**src/sv/gtid_pkg.sv**
```systemverilog
package gtid_pkg;

  // Default table depth
  localparam int MAX_TARGETS_DEF = 16;

  // Field widths
  localparam int POS_W   = 16;
  localparam int TIME_W  = 32;
  localparam int ID_W    = 16;
  localparam int CFG_W   = 16;
  localparam int CFG_IDX_W = 1;
  localparam int SQ_W    = 2 * POS_W;
  localparam int DIST_W  = SQ_W + 1;

  // Input tdata / output tuser layout
  localparam int IN_DATA_W  = 2 * POS_W + TIME_W;
  localparam int OUT_DATA_W = ID_W;
  localparam int OUT_USER_W = 2;

  // Register indexes
  localparam logic [CFG_IDX_W-1:0] REG_MATCH_RADIUS = 1'd0;
  localparam logic [CFG_IDX_W-1:0] REG_MAX_AGE      = 1'd1;

  // Register reset values
  localparam logic [CFG_W-1:0] MATCH_RADIUS_RST = 16'd300;
  localparam logic [SQ_W-1:0]  MATCH_LIMIT_RST  = 32'd90000;
  localparam logic [CFG_W-1:0] MAX_AGE_RST      = 16'd500;

  // Item kinds
  localparam logic MODE_FRAME = 1'b0;
  localparam logic MODE_DET   = 1'b1;

  localparam logic [ID_W-1:0] ID_FIRST = 16'd1;
  localparam logic [ID_W-1:0] ID_LAST  = 16'hFFFF;

  // Controller to datapath
  typedef struct packed {
    logic frame_start;
    logic det_start;
    logic scan_step;
    logic commit;
  } gtid_cmd_t;

  // Datapath to controller
  typedef struct packed {
    logic scan_last;
    logic prev_empty;
    logic out_busy;
  } gtid_stat_t;

endpackage

```
**src/sv/gtid_ctrl.sv**
```systemverilog
module gtid_ctrl import gtid_pkg::*; (
  input  logic       clk,
  input  logic       rst,
  input  logic       in_valid,
  input  logic       in_mode,
  output logic       in_ready,
  input  gtid_stat_t stat,
  output gtid_cmd_t  cmd
);

  typedef enum logic [2:0] {
    S_IDLE,
    S_SCAN,
    S_WAIT1,
    S_WAIT2,
    S_DONE
  } state_t;

  state_t state, state_next;
  logic   accept;

  // Commands and next state
  always_comb begin
    in_ready        = (state == S_IDLE);
    accept          = in_valid && in_ready;
    cmd             = '0;
    cmd.frame_start = accept && (in_mode == MODE_FRAME);
    cmd.det_start   = accept && (in_mode == MODE_DET);
    cmd.scan_step   = (state == S_SCAN);
    cmd.commit      = (state == S_DONE) && !stat.out_busy;
    state_next      = state;
    case (state)
      S_IDLE: begin
        if (cmd.det_start) begin
          state_next = stat.prev_empty ? S_DONE : S_SCAN;
        end
      end
      S_SCAN: begin
        if (stat.scan_last) begin
          state_next = S_WAIT1;
        end
      end
      S_WAIT1: state_next = S_WAIT2;
      S_WAIT2: state_next = S_DONE;
      S_DONE: begin
        if (cmd.commit) begin
          state_next = S_IDLE;
        end
      end
      default: state_next = S_IDLE;
    endcase
  end

  always_ff @(posedge clk) begin
    if (rst) begin
      state <= S_IDLE;
    end else begin
      state <= state_next;
    end
  end

endmodule

```
**src/sv/gtid_dpath.sv**
```systemverilog
module gtid_dpath import gtid_pkg::*; #(
  parameter int MAX_TARGETS = MAX_TARGETS_DEF
) (
  input  logic                  clk,
  input  logic                  rst,
  input  gtid_cmd_t             cmd,
  output gtid_stat_t            stat,
  input  logic [POS_W-1:0]      in_x,
  input  logic [POS_W-1:0]      in_y,
  input  logic [TIME_W-1:0]     in_time,
  input  logic                  cfg_we,
  input  logic [CFG_IDX_W-1:0]  cfg_idx,
  input  logic [CFG_W-1:0]      cfg_wdata,
  output logic                  out_valid,
  input  logic                  out_ready,
  output logic [ID_W-1:0]       out_id,
  output logic                  out_new,
  output logic                  out_full
);

  localparam int IDX_W   = (MAX_TARGETS > 1) ? $clog2(MAX_TARGETS) : 1;
  localparam int CNT_W   = $clog2(MAX_TARGETS + 1);
  localparam int ADDR_W  = IDX_W + 1;
  localparam int DEPTH   = 2 ** ADDR_W;
  localparam int ENTRY_W = 2 * POS_W + ID_W;
  localparam logic [CNT_W-1:0] CNT_MAX = CNT_W'(MAX_TARGETS);

  // Configuration
  logic [SQ_W-1:0]  match_limit;
  logic [CFG_W-1:0] max_age;

  always_ff @(posedge clk) begin
    if (rst) begin
      match_limit <= MATCH_LIMIT_RST;
      max_age     <= MAX_AGE_RST;
    end else if (cfg_we) begin
      if (cfg_idx == REG_MATCH_RADIUS) begin
        match_limit <= SQ_W'(cfg_wdata) * SQ_W'(cfg_wdata);
      end else if (cfg_idx == REG_MAX_AGE) begin
        max_age <= cfg_wdata;
      end
    end
  end

  // Frame state: two table banks, previous one selected by ~cur_bank
  logic                   cur_bank;
  logic [CNT_W-1:0]       prev_count;
  logic [CNT_W-1:0]       cur_count;
  logic [TIME_W-1:0]      last_time;
  logic [ID_W-1:0]        next_ident;
  logic [MAX_TARGETS-1:0] prev_used;
  logic [TIME_W-1:0]      age;

  assign age = in_time - last_time;

  // Detection registers and scan pointer
  logic [POS_W-1:0] det_x, det_y;
  logic [CNT_W-1:0] scan_idx;
  logic [CNT_W-1:0] scan_idx_inc;

  assign scan_idx_inc = scan_idx + 1'b1;

  // Table memory: {x, y, id}
  logic [ENTRY_W-1:0] mem [DEPTH];
  logic [ENTRY_W-1:0] rd_data;
  logic [ADDR_W-1:0]  rd_addr, wr_addr;
  logic               wr_en;
  logic [ID_W-1:0]    commit_id;

  assign rd_addr = {~cur_bank, scan_idx[IDX_W-1:0]};
  assign wr_addr = {cur_bank, cur_count[IDX_W-1:0]};
  assign wr_en   = cmd.commit && (cur_count < CNT_MAX);

  always_ff @(posedge clk) begin
    if (wr_en) begin
      mem[wr_addr] <= {det_x, det_y, commit_id};
    end
    if (cmd.scan_step) begin
      rd_data <= mem[rd_addr];
    end
  end

  // Stage 1: read issued
  logic             s1_valid, s1_used;
  logic [IDX_W-1:0] s1_idx;

  // Stage 2: squared distances
  logic             s2_valid, s2_used;
  logic [IDX_W-1:0] s2_idx;
  logic [ID_W-1:0]  s2_id;
  logic [SQ_W-1:0]  s2_sqx, s2_sqy;

  logic signed [POS_W:0] dx, dy;
  logic [POS_W-1:0]      mag_x, mag_y;
  logic [POS_W-1:0]      ent_x, ent_y;
  logic [ID_W-1:0]       ent_id;

  assign {ent_x, ent_y, ent_id} = rd_data;
  assign dx    = $signed({det_x[POS_W-1], det_x}) - $signed({ent_x[POS_W-1], ent_x});
  assign dy    = $signed({det_y[POS_W-1], det_y}) - $signed({ent_y[POS_W-1], ent_y});
  assign mag_x = dx[POS_W] ? POS_W'(-dx) : dx[POS_W-1:0];
  assign mag_y = dy[POS_W] ? POS_W'(-dy) : dy[POS_W-1:0];

  always_ff @(posedge clk) begin
    if (rst) begin
      s1_valid <= 1'b0;
      s2_valid <= 1'b0;
    end else begin
      s1_valid <= cmd.scan_step;
      s2_valid <= s1_valid;
    end
    s1_idx  <= scan_idx[IDX_W-1:0];
    s1_used <= prev_used[scan_idx[IDX_W-1:0]];
    s2_idx  <= s1_idx;
    s2_used <= s1_used;
    s2_id   <= ent_id;
    s2_sqx  <= SQ_W'(mag_x) * SQ_W'(mag_x);
    s2_sqy  <= SQ_W'(mag_y) * SQ_W'(mag_y);
  end

  // Stage 3: running minimum, ties keep the lower index
  logic [DIST_W-1:0] cand_dist, best;
  logic [IDX_W-1:0]  win_idx;
  logic [ID_W-1:0]   best_id;
  logic              found;

  assign cand_dist = {1'b0, s2_sqx} + {1'b0, s2_sqy};

  always_ff @(posedge clk) begin
    if (rst) begin
      found <= 1'b0;
    end else if (cmd.det_start) begin
      found <= 1'b0;
    end else if (s2_valid && !s2_used && (cand_dist < best)) begin
      found <= 1'b1;
    end
    if (cmd.det_start) begin
      best     <= {1'b0, match_limit};
      det_x    <= in_x;
      det_y    <= in_y;
      scan_idx <= '0;
    end else begin
      if (s2_valid && !s2_used && (cand_dist < best)) begin
        best    <= cand_dist;
        win_idx <= s2_idx;
        best_id <= s2_id;
      end
      if (cmd.scan_step) begin
        scan_idx <= scan_idx_inc;
      end
    end
  end

  assign commit_id = found ? best_id : next_ident;

  // Frame start, commit and result register
  always_ff @(posedge clk) begin
    if (rst) begin
      cur_bank   <= 1'b0;
      prev_count <= '0;
      cur_count  <= '0;
      last_time  <= '0;
      next_ident <= ID_FIRST;
      prev_used  <= '0;
      out_valid  <= 1'b0;
    end else begin
      if (cmd.frame_start) begin
        cur_bank   <= ~cur_bank;
        prev_count <= (age >= TIME_W'(max_age)) ? '0 : cur_count;
        cur_count  <= '0;
        last_time  <= in_time;
        prev_used  <= '0;
      end
      if (cmd.commit) begin
        if (found) begin
          prev_used[win_idx] <= 1'b1;
        end else if ((next_ident == ID_LAST) || (next_ident == '0)) begin
          next_ident <= ID_FIRST;
        end else begin
          next_ident <= next_ident + 1'b1;
        end
        if (wr_en) begin
          cur_count <= cur_count + 1'b1;
        end
        out_valid <= 1'b1;
      end else if (out_valid && out_ready) begin
        out_valid <= 1'b0;
      end
    end
    if (cmd.commit) begin
      out_id   <= commit_id;
      out_new  <= !found;
      out_full <= !wr_en;
    end
  end

  // Status to controller
  assign stat.scan_last  = (scan_idx_inc == prev_count);
  assign stat.prev_empty = (prev_count == '0);
  assign stat.out_busy   = out_valid && !out_ready;

`ifndef SYNTH
  a_commit_free: assert property (@(posedge clk) disable iff (rst)
    cmd.commit |-> !(out_valid && !out_ready))
    else $error("result overwritten while stalled");
  a_cur_bound: assert property (@(posedge clk) disable iff (rst)
    (cur_count <= CNT_MAX) && (prev_count <= CNT_MAX))
    else $error("table count beyond depth");
  a_found_limit: assert property (@(posedge clk) disable iff (rst)
    (cmd.commit && found) |-> (best < {1'b0, match_limit}))
    else $error("match not inside radius");
  a_out_source: assert property (@(posedge clk) disable iff (rst)
    $rose(out_valid) |-> $past(cmd.commit))
    else $error("result without commit");
`endif

endmodule

```
**src/sv/greedy_nearest_track_id_assigner.sv**
```systemverilog
// Greedy nearest-neighbor track id assigner.
// Input stream (s_axis_*): tuser is the item kind, 0 frame start, 1 detection.
//   tdata carries pos_x, pos_y and time_ms. A frame start swaps the table
//   banks, ages out the previous frame and produces no result. A detection
//   scans the n live previous-frame entries, one memory read per cycle,
//   through a two-stage square/compare pipeline.
// Output stream (m_axis_*): one result per detection: target_id in tdata,
//   is_new and table_full in tuser.
// Config channel (cfg_*): index 0 match radius in mm, index 1 max age in ms.
//   Always ready; write only while the block is idle.
// Sequence: a detection with n live previous-frame entries (at most
//   MAX_TARGETS) passes through S_SCAN, S_WAIT1, S_WAIT2 and S_DONE; with
//   an empty previous table it goes straight to S_DONE. Its result is
//   committed in S_DONE and the next request is taken only after that. The
//   scan of the table memory sets the length of a detection.
// Reset: both tables empty, ids restart at 1, registers back to 300 mm and
//   500 ms. No clearing pass is needed.
// Backpressure: a result waits in the output register; the block finishes
//   the next detection's scan and holds there until the register frees.
module greedy_nearest_track_id_assigner import gtid_pkg::*; #(
  parameter int MAX_TARGETS = MAX_TARGETS_DEF
) (
  input  logic                  clk,
  input  logic                  rst,
  input  logic                  s_axis_tvalid,
  output logic                  s_axis_tready,
  input  logic [IN_DATA_W-1:0]  s_axis_tdata,   // pos_x, pos_y, time_ms
  input  logic                  s_axis_tuser,   // mode
  output logic                  m_axis_tvalid,
  input  logic                  m_axis_tready,
  output logic [OUT_DATA_W-1:0] m_axis_tdata,   // target_id
  output logic [OUT_USER_W-1:0] m_axis_tuser,   // is_new, table_full
  input  logic                  cfg_valid,
  output logic                  cfg_ready,
  input  logic [CFG_IDX_W-1:0]  cfg_index,
  input  logic [CFG_W-1:0]      cfg_data
);

  gtid_cmd_t  cmd;
  gtid_stat_t stat;
  logic       out_new, out_full;

  assign cfg_ready    = 1'b1;
  assign m_axis_tuser = {out_full, out_new};

  gtid_ctrl u_ctrl (
    .clk      (clk),
    .rst      (rst),
    .in_valid (s_axis_tvalid),
    .in_mode  (s_axis_tuser),
    .in_ready (s_axis_tready),
    .stat     (stat),
    .cmd      (cmd)
  );

  gtid_dpath #(
    .MAX_TARGETS (MAX_TARGETS)
  ) u_dpath (
    .clk       (clk),
    .rst       (rst),
    .cmd       (cmd),
    .stat      (stat),
    .in_x      (s_axis_tdata[POS_W-1:0]),
    .in_y      (s_axis_tdata[2*POS_W-1:POS_W]),
    .in_time   (s_axis_tdata[IN_DATA_W-1:2*POS_W]),
    .cfg_we    (cfg_valid && cfg_ready),
    .cfg_idx   (cfg_index),
    .cfg_wdata (cfg_data),
    .out_valid (m_axis_tvalid),
    .out_ready (m_axis_tready),
    .out_id    (m_axis_tdata),
    .out_new   (out_new),
    .out_full  (out_full)
  );

endmodule
```
**config.mk**
```make
export PLATFORM = sky130hd
export DESIGN_NAME = greedy_nearest_track_id_assigner
export DESIGN_NICKNAME = d
export VERILOG_FILES = /design/src/sv/gtid_pkg.sv /design/src/sv/gtid_ctrl.sv /design/src/sv/gtid_dpath.sv /design/src/sv/greedy_nearest_track_id_assigner.sv
export SDC_FILE = /design/constraint.sdc
export NUM_CORES = 2
export LEC_CHECK = 0
export BUFFER_PORTS_ARGS = -buffer_cell sky130_fd_sc_hd__buf_2
export CORE_MARGIN = 10
export CORE_UTILIZATION = 35
export CTS_BUF_LIST = sky130_fd_sc_hd__clkbuf_8
export DETAILED_ROUTE_END_ITERATION = 6
export GPL_TIMING_DRIVEN = 0
export HOLD_SLACK_MARGIN = 0.05
export PLACE_DENSITY = 0.55
export SLEW_MARGIN = 20
export SYNTH_ARGS = -nofsm -noshare
export SYNTH_HDL_FRONTEND = slang
export SYNTH_SLANG_ARGS = --single-unit
```
**constraint.sdc**
```tcl
create_clock -name clk -period 12.55 [get_ports clk]
set_input_delay 0 -clock clk [delete_from_list [all_inputs] [get_ports clk]]
set_output_delay 0 -clock clk [all_outputs]
set_load 0.01 [all_outputs]
```
# Word-level counts from Yosys, hierarchy flattened
# Memories as Yosys holds them, arrays and structs flattened. A register that Yosys moved wholly into a read port is not among the register bits.
# Index checks and enable logic that the tools add are counted.
word_totals:
  out_inout_bits: 21
  ramBits: 1536
  n_memories: 1
  ff_bits: 328
  inputBits: 87
  wordCells: 118
memory_table:
  columns: ["name", "depth", "word_bits", "rd", "rd_clocked_by_memory_dff", "wr", "line_no", "rtl"]
  rows:
  - ["u_dpath.mem", 32, 48, 1, 1, 1, "gtid_dpath.sv:64", "logic [ENTRY_W-1:0] mem [DEPTH];"]
op_classes:
  n_eq_ne: 9
  bitwise: 6
  add_sub_neg: 9
  mux: 27
  multipliers: 3
  n_lt_le_gt_ge: 6
  reduce_logical: 27
op_table:
  columns: ["operator", "n"]
  rows:
  - ["16-bit two-way mux", 8]
  - ["16-bit by 16-bit multiplier with 32-bit output", 3]
  - ["32-bit two-way mux", 2]
  - ["16-bit by 16-bit subtractor with 17-bit output", 2]
  - ["32-bit by 32-bit adder with 33-bit output", 1]
  - ["33-bit less-than comparator", 1]
  - ["32-bit by 16-bit >= comparator with 1-bit output", 1]
  - ["16-bit negation", 2]
  - ["32-bit subtractor", 1]
  - ["5-bit two-way mux", 4]
  - ["16-bit by 1-bit adder with 16-bit output, second input constant", 1]
  - ["16-bit equality test, second input constant", 1]
  - ["16-bit zero test", 1]
  - ["16-bit OR", 1]
  - ["3-bit one-hot mux with 5 select lines", 1]
  - ["3-bit two-way mux", 4]
  - ["5-bit by 1-bit adder with 5-bit output, second input constant", 2]
  - ["1-bit logical AND", 10]
  - ["4-bit by 5-bit less-than comparator with 1-bit output, second input constant", 2]
  - ["2-bit AND reduction", 4]
  - ["3-bit by 2-bit equality test with 1-bit output, second input constant", 2]
  - ["1-bit two-way mux", 6]
  - ["5-bit equality test", 1]
  - ["1-bit zero test", 5]
  - ["15 further kinds", 21]

# Depth between registers and ports, before layout
logic_depth:
  depth_word: 8
  depth_mapped: 41

# By module
# A second synthesis with hierarchy kept.
unflattened:
  hier_cells: 6466
  hier_area_um2: 97905.1
by_module_without_submodules:
  columns: ["module", "area_each_um2", "seq_area_each_um2", "cells_per_inst", "instances"]
  rows:
  - ["gtid_dpath", 97698.7, 55032.8, 6439, 1]
  - ["gtid_ctrl", 180.2, 60.1, 23, 1]
  - ["greedy_nearest_track_id_assigner", 26.3, 0.0, 4, 1]

# Worst setup path after synthesis
# Ideal clock, no wire load.
synth_path:
  path_kind: "register to register"
  start: "register u_dpath.det_y[0]"
  end: "register u_dpath.s2_sqy[30]"
  path_stages_with_launch: 37
  t_arrival_ps: 9036
  t_required_ps: 12432
  setup_slack_ps: 3396
  path_cell_list: "edfxtp_1 -> inv_1 -> ha_1 -> fa_1 -> nand2b_1 -> a21oi_2 -> o221ai_2 -> a2111oi_2 -> o31a_1 -> or2_1 -> o21a_1 -> nor2_1 -> xnor2_1 -> inv_2 -> nor2_1 -> fa_1 -> fa_1 -> inv_1 -> fa_1 -> inv_1 -> fa_1 -> fa_1 -> inv_1 -> fa_1 -> inv_1 -> ha_1 -> a21o_1 -> a21o_1 -> a21oi_1 -> o311ai_0 -> a21oi_1 -> o21ai_0 -> o211a_1 -> o21a_1 -> o21a_1 -> o211a_1 -> xor2_1"
synth_via:
  elab_chain_len: 4
synth_rtl:
  columns: ["element", "line_no", "rtl"]
  rows:
  - ["start: declaration", "gtid_dpath.sv:57", "logic [POS_W-1:0] det_x, det_y;"]
  - ["start signal: assignment", "gtid_dpath.sv:140", "det_y <= in_y;"]
  - ["16-bit by 16-bit subtractor with 17-bit output *", "gtid_dpath.sv:100", "assign dy = $signed({det_y[POS_W-1], det_y}) - $signed({ent_y[POS_W-1], ent_y});"]
  - ["16-bit negation", "gtid_dpath.sv:102", "assign mag_y = dy[POS_W] ? POS_W'(-dy) : dy[POS_W-1:0];"]
  - ["16-bit two-way mux *", "gtid_dpath.sv:102", null]
  - ["16-bit by 16-bit multiplier with 32-bit output *", "gtid_dpath.sv:118", "s2_sqy <= SQ_W'(mag_y) * SQ_W'(mag_y);"]
  - ["end signal: assignment", "gtid_dpath.sv:118", null]
  - ["end: declaration", "gtid_dpath.sv:91", "logic [SQ_W-1:0] s2_sqx, s2_sqy;"]
# Mark *: on every way between the ends. The rest lies on a longest branch, timed or not.
# A chain may end at the register's enable or synchronous reset.

# Worst setup path in the final report
# Same ends and word-level chain as after synthesis.

==> qor.log <==
[die] standard cell core area 278700 sq um
[critical_path] CP arrival 12.31 ns
[synth] Yosys warning count 0
[finish] number of nets in the finished design 8330
[finish] layout overhead on the synthesized area 16.42%
[route] ratio of routed vias to standard cells 5.020
[route] routed via count 56658
[sta] final-report setup violation count 0
[global_routing] overflow left after global routing 0
[power] power share of the clock group 0.171
[finish] Final Cell Area 113900 sq um
[critical_path] Crit Path Max Fanout 33
[placed_design] Port-buffer cells 104
[sta] final clock period utilization by the worst path 0.9107
[sta] worst-case setup margin in the final layout 1.121 ns
[power] sequential share of power 0.247
[placed_design] post-place instance area 105700 sq um
[critical_path] critical path class reg -> reg
[finish] number of standard cells in the layout, taps in and fillers out 11286
[die] effective utilization at floorplan 0.3510
[sta] total negative setup slack 0 ns
[synth] count of unique library cells instantiated by Yosys 100
[synth] register area share after synthesis 0.5632
[power] net switching power 12730 uW
[clock_tree] clk slew on worst S/H paths 0.06 ns
[route] Detailed Routing Iterations Pass 1 6
[power] combinational share of power 0.582
[route] Post-route DRC 0
[clock_tree] CTS root buffer sky130_fd_sc_hd__clkbuf_8
[placed_design] hpwl dp 182900 microns
[sta] Period minus WS final 11.43 ns
[global_routing] vias in the first global route 60129
[clock_tree] CTS H-Tree Depth 5
[route] Antenna Violating Nets Remaining 0
[synth] Post-Synthesis Cell Area 97810 sq um
[sta] final worst clock skew 0.1448 ns
[synth] top cells by area in the synthesized netlist sky130_fd_sc_hd__edfxtp_1, sky130_fd_sc_hd__mux4_2, sky130_fd_sc_hd__fa_1
[synth] top cells by instance count after synthesis sky130_fd_sc_hd__edfxtp_1, sky130_fd_sc_hd__inv_1, sky130_fd_sc_hd__fa_1
[clock_tree] clock buffer count from CTS 338
[placed_design] gp weighted congestion 0.8414
[critical_path] dominant cell type by count on the critical path sky130_fd_sc_hd__fa_1
[hold_path] class of the worst hold path in -> reg
[die] count of pins on the block boundary 108
[global_routing] first-pass GRT wire length 379300 microns
[critical_path] type of origin of the critical path flop
[route] final routed wire length divided by cell count 22.33 microns
[die] vertical die dimension 548.6 microns
[die] die outline area 301000 sq um
[synth] mean instance size in the synthesized netlist 14.97 sq um
[global_routing] pin count of the biggest net entering global routing 35
[sta] count of endpoints failing hold in the final timing report 0
[synth] number of enable-type register cells in the synthesized netlist 1686
[synth] commonest register cell after synthesis sky130_fd_sc_hd__edfxtp_1
[route] violation count after the first detailed-route iteration 4445
[placed_design] Placed Instances 10474
[synth] post-synthesis instance total 6534
[clock_tree] TritonCTS clock tree yes
[job] number of max-capacitance violations reported 0
[finish] fraction of layout instances using a drive strength above 1 0.1799
[sta] achievable clock frequency 87.50 MHz
[critical_path] cell type of the slowest stage on the worst timing path sky130_fd_sc_hd__edfxtp_1
[sta] worst slew pin tran 1.171 ns
[die] row count 194
[power] Power per Cell Area 266.5 nW/um^2
[synth] top cell type by total area after synthesis sky130_fd_sc_hd__edfxtp_1
[clock_tree] insertion delay of the later-clocked pin in the worst-skew pair 1.09 ns
[clock_tree] count of clock tree sinks 1909
[global_routing] number of antenna violations at the first check in global routing 17
[synth] portion of synthesized cell area occupied by the leading cell type 0.5176
[critical_path] required time of the worst setup path 13.43 ns
[critical_path] category of the worst setup path capture point flop
[critical_path] CP peak stage delay 1.03 ns
[run_status] run status completed
[power] switching power share of the total 0.4196
[synth] share of flip-flops with an asynchronous set or reset after synthesis 0
[die] Die Wd 548.6 microns
[route] wire length reported by the detailed router 252000 microns
[synth] net count of the mapped netlist 7557
[power] Peak supply drop 0.6900 mV
[power] internal portion of total power 17610 uW
[power] leakage power 0.04248 uW
[synth] Seq cells post-synth 1909
[sta] max-slew headroom at the worst pin 0.2165
[sta] RSZ-0062 raised after global routing false
[clock_tree] maximum buffer depth of the clock tree 4
[synth] most used standard cell by instance count after synthesis sky130_fd_sc_hd__edfxtp_1
[placed_design] worst-case setup slack after placement 0.5985 ns
[sta] Slew Limit Fails 0
[global_routing] Total Routing Usage GR 0.1659
==> registers in the layout, indices dropped and copies added, names as in the netlist, 3 cells and up <==
signal	flops
u_dpath.s2_sqy	31
u_dpath.last_time	32
u_dpath.rd_data	48
u_dpath.s1_idx	4
u_dpath.match_limit	31
u_dpath.det_x	16
u_dpath.best	33
u_dpath.next_ident	16
u_dpath.s2_idx	4
u_dpath.mem	1536
u_dpath.best_id	16
u_dpath.prev_count	5
u_dpath.s2_id	16
u_dpath.cur_count	5
u_dpath.prev_used	16
u_dpath.win_idx	4
u_dpath.s2_sqx	31
u_dpath.max_age	16
u_dpath.det_y	16
u_dpath.out_id	16
u_ctrl.state	3
u_dpath.scan_idx	5
==> per-stage QoR <==
step / hold WS [ns] / total power, uW / util
finish: 0.1471 / 30340 / 0.4086
global route: 0.1163 / 33500 / 0.4086
CTS: 0.05967 / 30860 / 0.4080
detailed placement: 0.1781 / 25450 / 0.3792
global placement: 0.1773 / 25340 / 0.3696
floorplan: 0.09887 / 20960 / -
==> placed cells by master, fill, tap and decap left out, types with 22 or more instances in the layout <==
cell                               n
sky130_fd_sc_hd__o21a_1           29
sky130_fd_sc_hd__clkbuf_1        139
sky130_fd_sc_hd__buf_16           26
sky130_fd_sc_hd__xnor2_1         123
sky130_fd_sc_hd__clkinv_1         68
sky130_fd_sc_hd__nor3_1           46
sky130_fd_sc_hd__nor2_1          295
sky130_fd_sc_hd__buf_12           66
sky130_fd_sc_hd__nand2_1         462
sky130_fd_sc_hd__edfxtp_1       1686
sky130_fd_sc_hd__buf_2           131
sky130_fd_sc_hd__nand3_1          47
sky130_fd_sc_hd__xor2_1           72
sky130_fd_sc_hd__clkbuf_2         29
sky130_fd_sc_hd__nand2b_1         44
sky130_fd_sc_hd__a21o_1          108
sky130_fd_sc_hd__ha_1            444
sky130_fd_sc_hd__inv_1          1008
sky130_fd_sc_hd__nand4_1          34
sky130_fd_sc_hd__dlygate4sd3_1   209
sky130_fd_sc_hd__fa_1            492
sky130_fd_sc_hd__dfxtp_1         223
sky130_fd_sc_hd__nor2_4           34
sky130_fd_sc_hd__a31oi_1          22
sky130_fd_sc_hd__nor2b_1          33
sky130_fd_sc_hd__and3_1           23
sky130_fd_sc_hd__o21ai_0          86
sky130_fd_sc_hd__mux4_2          485
sky130_fd_sc_hd__a21oi_1         220
sky130_fd_sc_hd__clkbuf_8        358
sky130_fd_sc_hd__and2_1           64
sky130_fd_sc_hd__clkinv_2         31
sky130_fd_sc_hd__mux2_2           73
==> path summary, 6_finish.rpt <==
path,start,to,slack (ns),cells after the start
max reg2reg,u_dpath.det_y[0],u_dpath.s2_sqy[30],1.12,34
max,u_dpath.det_y[0],u_dpath.s2_sqy[30],1.12,34
min,cfg_data[0],u_dpath.match_limit[2],0.15,5
min reg2reg,u_dpath.s1_idx[3],u_dpath.s2_idx[3],0.33,0
==> final cells by class <==
type | instances | area, sq um
multi-input combinational | 3508 | 38890
clock buffer | 357 | 4913
sequential | 1909 | 55090
inverter | 900 | 3378
fill | 25806 | 164800
timing repair buffer | 433 | 4982
buffer | 217 | 903.4
antenna | 7 | 17.52
tap | 3724 | 4659
clock inverter | 231 | 1036
==> power by group through the flow <==
| stage | registers [uW] | logic (uW) | clock network [uW] |
|---|---|---|---|
| after global placement | 7630 | 17700 | 0 |
| final | 7490 | 17700 | 5180 |
| after CTS | 7500 | 18000 | 5340 |
| after floorplan | 7570 | 13400 | 0 |
| after detailed placement | 7630 | 17800 | 0 |
| after global routing | 7510 | 20400 | 5620 |
==> critical path: cells and delay by family, from the launching register on <==
kind            cells  cell delay [ns]
compound gates     13             3.12
simple gates        5             1.29
fa+ha+maj           9             4.01
flops               1             1.03
xor+xnor            2             0.83
buf+inv             5             0.96
==> kinds of logic after synthesis <==
family | count (synthesis) | synth area share
buffers and inverters | 1117 | 0.04317
muxes | 564 | 0.1207
adders and majority gates | 936 | 0.1575
and+or+nand+nor | 1157 | 0.05323
xor gates and xnor gates | 212 | 0.01933
other | 1 | 0.00003834
AOI/OAI and AO/OA | 638 | 0.04281
DFF | 1909 | 0.5632
==> layer usage <==
| layer | part of all wire | routed length (microns) | track usage |
|---|---|---|---|
| met5 | 0 | 0 | 0 |
| met4 | 0.026 | 6622 | 0.04764 |
| met3 | 0.055 | 13780 | 0.02550 |
| met2 | 0.49 | 124700 | 0.2820 |
| met1 | 0.42 | 106900 | 0.2204 |
==> timing repair <==
action,in CTS,in global routing
resized for setup,0,1
buffers inserted,0,1
endpoints found under the hold margin,139,0
setup endpoints to repair,0,1
hold buffers,209,0
Power figures use the tool's default switching activity.
